File: config.mk
export PLATFORM = sky130hd
export DESIGN_NAME = prime_factorizer_trial_division_core
export DESIGN_NICKNAME = d
export VERILOG_FILES = /design/src/rtl/pftd_pkg.sv /design/src/rtl/pftd_div.sv /design/src/rtl/pftd_sq.sv /design/src/rtl/prime_factorizer_trial_division_core.sv
export SDC_FILE = /design/constraint.sdc
export NUM_CORES = 1
export LEC_CHECK = 0
export BUFFER_PORTS_ARGS = -buffer_cell sky130_fd_sc_hd__buf_2
export CAP_MARGIN = 0
export CORE_MARGIN = 1.5
export CORE_UTILIZATION = 63
export CTS_BUF_LIST = sky130_fd_sc_hd__clkbuf_16
export DETAILED_ROUTE_END_ITERATION = 16
export PLACE_DENSITY = 0.81
export SYNTH_ARGS = -nofsm -noshare
export SYNTH_HDL_FRONTEND = slang
export SYNTH_HIERARCHICAL = 1
export SYNTH_SLANG_ARGS = --single-unit
export TNS_END_PERCENT = 1
File: constraint.sdc
create_clock -name i_clk -period 9 [get_ports i_clk]
set_input_delay 0.45 -clock i_clk [delete_from_list [all_inputs] [get_ports i_clk]]
set_output_delay 0.45 -clock i_clk [all_outputs]
set_load 0.01 [all_outputs]
File: src/rtl/pftd_pkg.sv
package pftd_pkg;

    // Controller states, one-hot.
    typedef enum logic [2:0] {
        S_IDLE = 3'b001,
        S_DIV  = 3'b010,
        S_FIN  = 3'b100
    } t_state;

    // Which kind of trial divisor is currently in use.
    typedef enum logic [1:0] {
        K_TWO   = 2'd0,
        K_THREE = 2'd1,
        K_LO    = 2'd2,
        K_HI    = 2'd3
    } t_dkind;

    // Status of the bit-serial divider.
    typedef struct packed {
        logic done;
        logic rem_zero;
    } t_div_sts;

    // Control and status of the divisor-squared tracker.
    typedef struct packed {
        logic init;
        logic step;
    } t_sq_ctl;

    typedef struct packed {
        logic fits_first;
        logic fits_next;
    } t_sq_sts;

    localparam int DIV_FIRST   = 2;
    localparam int DIV_SECOND  = 3;
    localparam int PAIR_FIRST  = 5;
    localparam int PAIR_STRIDE = 6;
    localparam int PAIR_GAP    = 2;

    // Square of the first pair divisor and its increments:
    // (d+6)^2 = d^2 + (12d + 36), and the increment itself grows by 72.
    localparam int SQ_FIRST  = PAIR_FIRST * PAIR_FIRST;
    localparam int INC_FIRST = 2 * PAIR_STRIDE * PAIR_FIRST + PAIR_STRIDE * PAIR_STRIDE;
    localparam int INC_STEP  = 2 * PAIR_STRIDE * PAIR_STRIDE;

    // Extra bits on the square so it never wraps before it passes the remainder.
    localparam int SQ_EXTRA = 4;

endpackage

File: src/rtl/pftd_div.sv
module pftd_div
    import pftd_pkg::*;
#(
    parameter int W = 31
) (
    input  logic         i_clk,
    input  logic         i_rst_n,
    input  logic         i_start,
    input  logic [W-1:0] i_dividend,
    input  logic [W-1:0] i_divisor,
    output logic [W-1:0] o_quotient,
    output t_div_sts     o_sts
);

    localparam int CW = $clog2(W + 1);

    logic [W-1:0]  r_q;
    logic [W-1:0]  r_pr;
    logic [W-1:0]  r_dvs;
    logic [CW-1:0] r_cnt;
    logic          r_run;
    logic          r_done;

    logic [W:0]    shifted;
    logic [W:0]    diff;
    logic          ge;

    // One quotient bit per cycle, restoring form.
    assign shifted = {r_pr, r_q[W-1]};
    assign ge      = shifted >= {1'b0, r_dvs};
    assign diff    = shifted - {1'b0, r_dvs};

    always_ff @(posedge i_clk) begin
        if (!i_rst_n) begin
            r_run  <= 1'b0;
            r_done <= 1'b0;
        end else begin
            r_done <= 1'b0;
            if (i_start) begin
                r_run <= 1'b1;
            end else if (r_run && r_cnt == CW'(1)) begin
                r_run  <= 1'b0;
                r_done <= 1'b1;
            end
        end
    end

    always_ff @(posedge i_clk) begin
        if (i_start) begin
            r_q   <= i_dividend;
            r_pr  <= '0;
            r_dvs <= i_divisor;
            r_cnt <= CW'(W);
        end else if (r_run) begin
            r_q   <= {r_q[W-2:0], ge};
            r_pr  <= ge ? diff[W-1:0] : shifted[W-1:0];
            r_cnt <= r_cnt - CW'(1);
        end
    end

    assign o_quotient     = r_q;
    assign o_sts.done     = r_done;
    assign o_sts.rem_zero = (r_pr == '0);

endmodule

File: src/rtl/pftd_sq.sv
module pftd_sq
    import pftd_pkg::*;
#(
    parameter int W = 31
) (
    input  logic         i_clk,
    input  t_sq_ctl      i_ctl,
    input  logic [W-1:0] i_rem,
    output t_sq_sts      o_sts
);

    localparam int SW = W + SQ_EXTRA;

    logic [SW-1:0] r_sq;
    logic [SW-1:0] r_inc;
    logic [SW-1:0] sq_next;
    logic [SW-1:0] rem_ext;

    // Square of the pair divisor, kept by running sums instead of a multiplier.
    assign sq_next = r_sq + r_inc;
    assign rem_ext = {{SQ_EXTRA{1'b0}}, i_rem};

    always_ff @(posedge i_clk) begin
        if (i_ctl.init) begin
            r_sq  <= SW'(SQ_FIRST);
            r_inc <= SW'(INC_FIRST);
        end else if (i_ctl.step) begin
            r_sq  <= sq_next;
            r_inc <= r_inc + SW'(INC_STEP);
        end
    end

    assign o_sts.fits_first = SW'(SQ_FIRST) <= rem_ext;
    assign o_sts.fits_next  = sq_next <= rem_ext;

endmodule

File: src/rtl/prime_factorizer_trial_division_core.sv
// Channel   Direction  Handshake             Payload
// request   in         start high, busy low  i_number
// result    out        o_strobe, one cycle   o_factor, o_last
//
// Each trial division runs through a bit-serial divider, one quotient bit per
// cycle. The work for a number grows with the number of trials: the runs of
// 2 and 3, two trials per 6k-1/6k+1 pair up to the square root of what
// remains, and one per factor found, before the final results are flushed.
// Reset is synchronous and active low and returns the block to idle. Results
// cannot be stalled by the receiver, so the block never waits on the output.
module prime_factorizer_trial_division_core
    import pftd_pkg::*;
#(
    parameter int VALUE_BITS = 31
) (
    input  logic                  i_clk,
    input  logic                  i_rst_n,
    input  logic                  start,
    input  logic [VALUE_BITS-1:0] i_number,
    output logic                  busy,
    output logic                  o_strobe,
    output logic [VALUE_BITS-1:0] o_factor,
    output logic                  o_last
);

    localparam int W = VALUE_BITS;

    t_state        r_state, n_state;
    t_dkind        r_kind,  n_kind;
    logic [W-1:0]  r_rem,   n_rem;
    logic [W-1:0]  r_cd,    n_cd;
    logic [W-1:0]  r_pend,  n_pend;
    logic          r_pend_v, n_pend_v;
    logic          r_strobe, n_strobe;
    logic [W-1:0]  r_factor, n_factor;
    logic          r_last,   n_last;

    logic          div_start;
    logic [W-1:0]  quotient;
    t_div_sts      div_sts;
    t_sq_ctl       sq_ctl;
    t_sq_sts       sq_sts;

    // The divider always works on the next remainder and the next divisor, so
    // a new trial can be launched in the same cycle that the last one ends.
    pftd_div #(
        .W (W)
    ) u_div (
        .i_clk      (i_clk),
        .i_rst_n    (i_rst_n),
        .i_start    (div_start),
        .i_dividend (n_rem),
        .i_divisor  (n_cd),
        .o_quotient (quotient),
        .o_sts      (div_sts)
    );

    // Tracks the square of the divisor that opens the current pair.
    pftd_sq #(
        .W (W)
    ) u_sq (
        .i_clk (i_clk),
        .i_ctl (sq_ctl),
        .i_rem (r_rem),
        .o_sts (sq_sts)
    );

    // A found factor is held back as pending until the next one shows up or
    // the number is done; only then is it known whether it is the last one.
    always_comb begin
        n_state   = r_state;
        n_kind    = r_kind;
        n_rem     = r_rem;
        n_cd      = r_cd;
        n_pend    = r_pend;
        n_pend_v  = r_pend_v;
        n_strobe  = 1'b0;
        n_factor  = r_factor;
        n_last    = 1'b0;
        div_start = 1'b0;
        sq_ctl    = '0;

        case (r_state)
            S_IDLE: begin
                if (start && i_number > W'(1)) begin
                    n_rem     = i_number;
                    n_cd      = W'(DIV_FIRST);
                    n_kind    = K_TWO;
                    n_pend_v  = 1'b0;
                    div_start = 1'b1;
                    n_state   = S_DIV;
                end
            end

            S_DIV: begin
                if (div_sts.done) begin
                    if (div_sts.rem_zero) begin
                        // Divisor hits: release the older factor, keep this one.
                        n_strobe  = r_pend_v;
                        n_factor  = r_pend;
                        n_pend    = r_cd;
                        n_pend_v  = 1'b1;
                        n_rem     = quotient;
                        div_start = 1'b1;
                    end else begin
                        case (r_kind)
                            K_TWO: begin
                                n_cd      = W'(DIV_SECOND);
                                n_kind    = K_THREE;
                                div_start = 1'b1;
                            end
                            K_THREE: begin
                                if (sq_sts.fits_first) begin
                                    n_cd        = W'(PAIR_FIRST);
                                    n_kind      = K_LO;
                                    sq_ctl.init = 1'b1;
                                    div_start   = 1'b1;
                                end else begin
                                    n_state = S_FIN;
                                end
                            end
                            K_LO: begin
                                // The upper member of a pair is tried unconditionally.
                                n_cd      = r_cd + W'(PAIR_GAP);
                                n_kind    = K_HI;
                                div_start = 1'b1;
                            end
                            K_HI: begin
                                if (sq_sts.fits_next) begin
                                    n_cd        = r_cd + W'(PAIR_STRIDE - PAIR_GAP);
                                    n_kind      = K_LO;
                                    sq_ctl.step = 1'b1;
                                    div_start   = 1'b1;
                                end else begin
                                    n_state = S_FIN;
                                end
                            end
                            default: begin
                                n_state = S_FIN;
                            end
                        endcase
                    end
                end
            end

            S_FIN: begin
                if (r_rem > W'(DIV_SECOND)) begin
                    // The leftover remainder is a prime larger than any trial
                    // divisor; it becomes the pending factor.
                    n_strobe = r_pend_v;
                    n_factor = r_pend;
                    n_pend   = r_rem;
                    n_pend_v = 1'b1;
                    n_rem    = W'(1);
                end else begin
                    n_strobe = 1'b1;
                    n_factor = r_pend;
                    n_last   = 1'b1;
                    n_pend_v = 1'b0;
                    n_state  = S_IDLE;
                end
            end

            default: begin
                n_state = S_IDLE;
            end
        endcase
    end

    always_ff @(posedge i_clk) begin
        if (!i_rst_n) begin
            r_state  <= S_IDLE;
            r_kind   <= K_TWO;
            r_pend_v <= 1'b0;
            r_strobe <= 1'b0;
        end else begin
            r_state  <= n_state;
            r_kind   <= n_kind;
            r_pend_v <= n_pend_v;
            r_strobe <= n_strobe;
        end
    end

    always_ff @(posedge i_clk) begin
        r_rem    <= n_rem;
        r_cd     <= n_cd;
        r_pend   <= n_pend;
        r_factor <= n_factor;
        r_last   <= n_last;
    end

    assign busy     = (r_state != S_IDLE);
    assign o_strobe = r_strobe;
    assign o_factor = r_factor;
    assign o_last   = r_last;

endmodule

==> run_results.csv <==
group,metric,value,unit
route,vias,14800,
global_route,grt-ovfl-total,0,
power_and_ir_drop,sw_frac_of_total,32.4,%
worst_setup_path,r2r-start,"u_sq/r_inc[3]",
floorplanning,rows,60,
yosys,syn-mean-instance-area,9.33,µm²
cts,cts-root-buf,"clkbuf_16",
yosys,synth_cell_types,94,
power_and_ir_drop,p_seq_share,44.8,%
worst_setup_path,ff2ff_setup_slack,2.09,ns
job,max_cap_viol_count,0,
sta,setup_viol,0,
route,first_pass_iters,6,
power_and_ir_drop,switching_power,1.27,mW
global_route,grt_pass1_wl,73.1,mm
yosys,yosysTopAreaCell,"edfxtp_1",
sta,relSlewSlack,20.2,%
power_and_ir_drop,comb_power_share,22.6,%
cts,h-tree-depth,1,
route,viasPerCell,6.60,
yosys,syn-cell-area,17200,µm²
worst_setup_path,worst_path_largest_cell_delay,0.51,ns
worst_setup_path,start_kind,"flip-flop",
worst_setup_path,ff2ff_path_depth,28,
yosys,syn_inst,1848,
sta,rsz0062_at_grt,"no",
cts,hold_buffers,0,
yosys,synth_flop_cell,"dfxtp_1",
cts,clkTransAtPathRegs,0.06,ns
worst_setup_path,required,9.22,ns
cts,cts_setup_buffers,0,
floorplanning,dieArea,28400,µm²
cts,clock_latency,0.58,ns
sta,worst_pin_slew,1.19,ns
sta,finClkSkew,0.0138,ns
placed_design,routabilityCongestion,0.934,
cells_and_area,utilization,69.6,%
floorplanning,pin_count,68,
yosys,synth-xor-area-share,3.96,%
cells_and_area,diodes,0,
floorplanning,fp.dieH,168,µm
yosys,synth_top_family_by_area,"compound AO/OA/AOI/OAI gates",
hold_path,holdPathStages,3,
global_route,grt_max_degree,69,
cells_and_area,drive_above_1_share,12.0,%
cells_and_area,syn_to_final_growth,8.58,%
hold_path,hold_path.class,"primary input to flip-flop",
sta,tns,0,ns
power_and_ir_drop,p_leak,7.75,nW
sta,post-route-period-util,76.8,%
global_route,grt_use_total,32.1,%
route,wl,45.8,mm
placed_design,hpwl,32.7,mm
cts,cts_resized,0,
power_and_ir_drop,power_density,210,nW/µm²
floorplanning,fp.dieW,168,µm
global_route,grt_pass1_vias,13700,
worst_setup_path,crit_fanout,43,
cells_and_area,nets,2001,
yosys,synth-edff-count,124,
cells_and_area,multiInputGateArea,9280,µm²
worst_setup_path,critPathMostFrequentCell,"o211ai_1",
route,drtIter0Drc,1464,
global_route,antenna_found_initial,0,
yosys,synth_compound_area_share,18.7,%
sta,drv_slew,0,
hold_path,hold_start,"i_number[0]",
yosys,synth_seq_cells,296,
hold_path,hold_end,"r_rem[0]",
yosys,synthArstFlopShare,0,%
placed_design,numPortBuffers,67,
route,drc,0,
yosys,ys_seq_area_share,41.6,%
power_and_ir_drop,p_clk_share,32.6,%
yosys,synthTopCellsByArea,"edfxtp_1, dfxtp_1, ha_1",
yosys,ys_warn_count,6,
route,ant_nets,0,
cells_and_area,fill_cells,2070,
yosys,yosysTopAreaCellShare,21.6,%
cts,cts_tree,"yes",
yosys,yosys.area_share.simple,17.8,%
route,avgRoutedWirePerCell,20.5,µm
worst_setup_path,critPathKind,"flip-flop to flip-flop",
floorplanning,core_area,26900,µm²
worst_setup_path,cp_slowest_cell,"buf_4",
power_and_ir_drop,vdd_ir_drop_max,0.000153,V
worst_setup_path,crit_path_end_kind,"flip-flop",
power_and_ir_drop,power.internal,2.65,mW
sta,min_period,6.91,ns
cts,cts_made_buffers,31,
floorplanning,initial_utilization,64.1,%
yosys,synthAdderAreaFrac,7.13,%
cts,cts.sinks,296,
worst_setup_path,timing.rr.end,"u_div/o_quotient[20]",
yosys,synth.area.mux_share,6.13,%
sta,max_freq,145,MHz
run_status,status,"completed",
sta,hold_viol_final,0,
cells_and_area,register_area,7170,µm²
worst_setup_path,arrival,7.13,ns
cts,clockBufferDepth,3,
yosys,synthesis.nets,1979,
layout by cell type, fill, tap and decap left out, types with 15 or more instances in the layout:
| cell | n |
|---|---|
| a31oi_1 | 21 |
| nor3_1 | 33 |
| a211oi_1 | 15 |
| inv_1 | 105 |
| nor2_1 | 124 |
| mux2_2 | 60 |
| o21ai_0 | 69 |
| buf_2 | 67 |
| mux2i_1 | 37 |
| xnor2_1 | 50 |
| nand4_1 | 34 |
| a221o_1 | 32 |
| dfxtp_1 | 172 |
| a21oi_1 | 137 |
| o21a_1 | 19 |
| buf_4 | 17 |
| clkbuf_16 | 32 |
| nand3_1 | 55 |
| ha_1 | 95 |
| edfxtp_1 | 124 |
| or3_1 | 17 |
| nor4_1 | 35 |
| a21o_1 | 35 |
| xor2_1 | 28 |
| and3_1 | 22 |
| nand2_1 | 211 |
metal layers:
| layer | track usage, % | up-vias | wire length [µm] |
|---|---|---|---|
| met5 | 0 | - | 0 |
| met4 | 8.62 | 0 | 1130 |
| met3 | 5.31 | 95 | 4350 |
| met2 | 50.6 | 698 | 20600 |
| met1 | 45.8 | 7073 | 19700 |
| li1 | - | 6887 | - |
power by group through the flow:
stage / clock network, mW / logic [mW] / registers [mW]
6_report: 1.28 / 0.887 / 1.76
4_1_cts: 1.29 / 0.868 / 1.74
2_1_floorplan: 0 / 0.696 / 1.67
5_1_grt: 1.35 / 0.970 / 1.76
3_3_place_gp: 0 / 0.829 / 1.76
3_5_place_dp: 0 / 0.857 / 1.77
area by class of cell:
type	count	share of cell area [%]
Timing Repair Buffer	84	2.47
Sequential cell	296	38.3
Multi-Input combinational cell	1359	49.6
Inverter	98	1.97
Clock buffer	32	4.28
Clock inverter	26	1.14
Tap cell	341	2.28
through the flow:
step                      hold slack (ns)  instance area (µm²)  worst slack, ns  power (mW)  instances
after global routing                0.134                18700             1.55        4.08       2236
final                               0.137                18700             2.09        3.92       2236
after detailed placement            0.407                17700             2.27        2.62       2178
after CTS                           0.116                18700             2.21        3.90       2236
after floorplan                     0.400                17200            0.954        2.37       1848
after global placement              0.401                17700             2.55        2.59       2178
worst max-delay path: cells and delay by family (launching register included):
family,cells,cell delay [ns]
simple gates,8,1.32
compound gates,11,2.33
flops,1,0.40
buf+inv,5,1.41
xor+xnor,1,0.20
fa+ha+maj,3,0.86
cell usage after synthesis, types with 32 or more instances:
cell,number
a221o_1,32
edfxtp_1,124
nand3_1,55
a21o_1,35
nor4_1,35
dfxtp_1,172
a21oi_1,137
nand2_1,211
nand4_1,34
ha_1,95
mux2_2,60
mux2i_1,37
clkbuf_1,56
inv_1,98
xnor2_1,50
nor2_1,125
nor3_1,33
o21ai_0,71
worst max path at each step:
stage | start | endpoint | cells past startpoint
2_1_floorplan | u_sq/r_inc[3] | u_div/o_quotient[0] | 27
4_1_cts | u_sq/r_inc[3] | u_div/o_quotient[20] | 28
5_1_grt | u_sq/r_inc[3] | u_div/o_quotient[19] | 28
3_5_place_dp | u_sq/r_inc[3] | u_div/o_quotient[21] | 28
6_report | u_sq/r_inc[3] | u_div/o_quotient[20] | 28
3_3_place_gp | u_sq/r_inc[3] | u_div/o_quotient[21] | 28
registers in the layout, summed over array words and instances (netlist names), 2 cells and up:
register,flops
r_cd,31
o_factor,31
r_pend,31
u_div/r_pr,31
u_sq/r_inc,32
r_state,3
u_div/r_dvs,31
u_div/o_quotient,31
r_rem,31
r_kind,2
u_sq/r_sq,32
u_div/r_cnt,5
kinds of logic after synthesis:
group                      after synthesis
adders and majority gates               97
DFF                                    296
AOI/OAI and AO/OA                      466
and+or+nand+nor                        620
xor gates and xnor gates                78
buffers and inverters                  193
muxes                                   98
No activity file was read; power rests on OpenSTA's default activity.
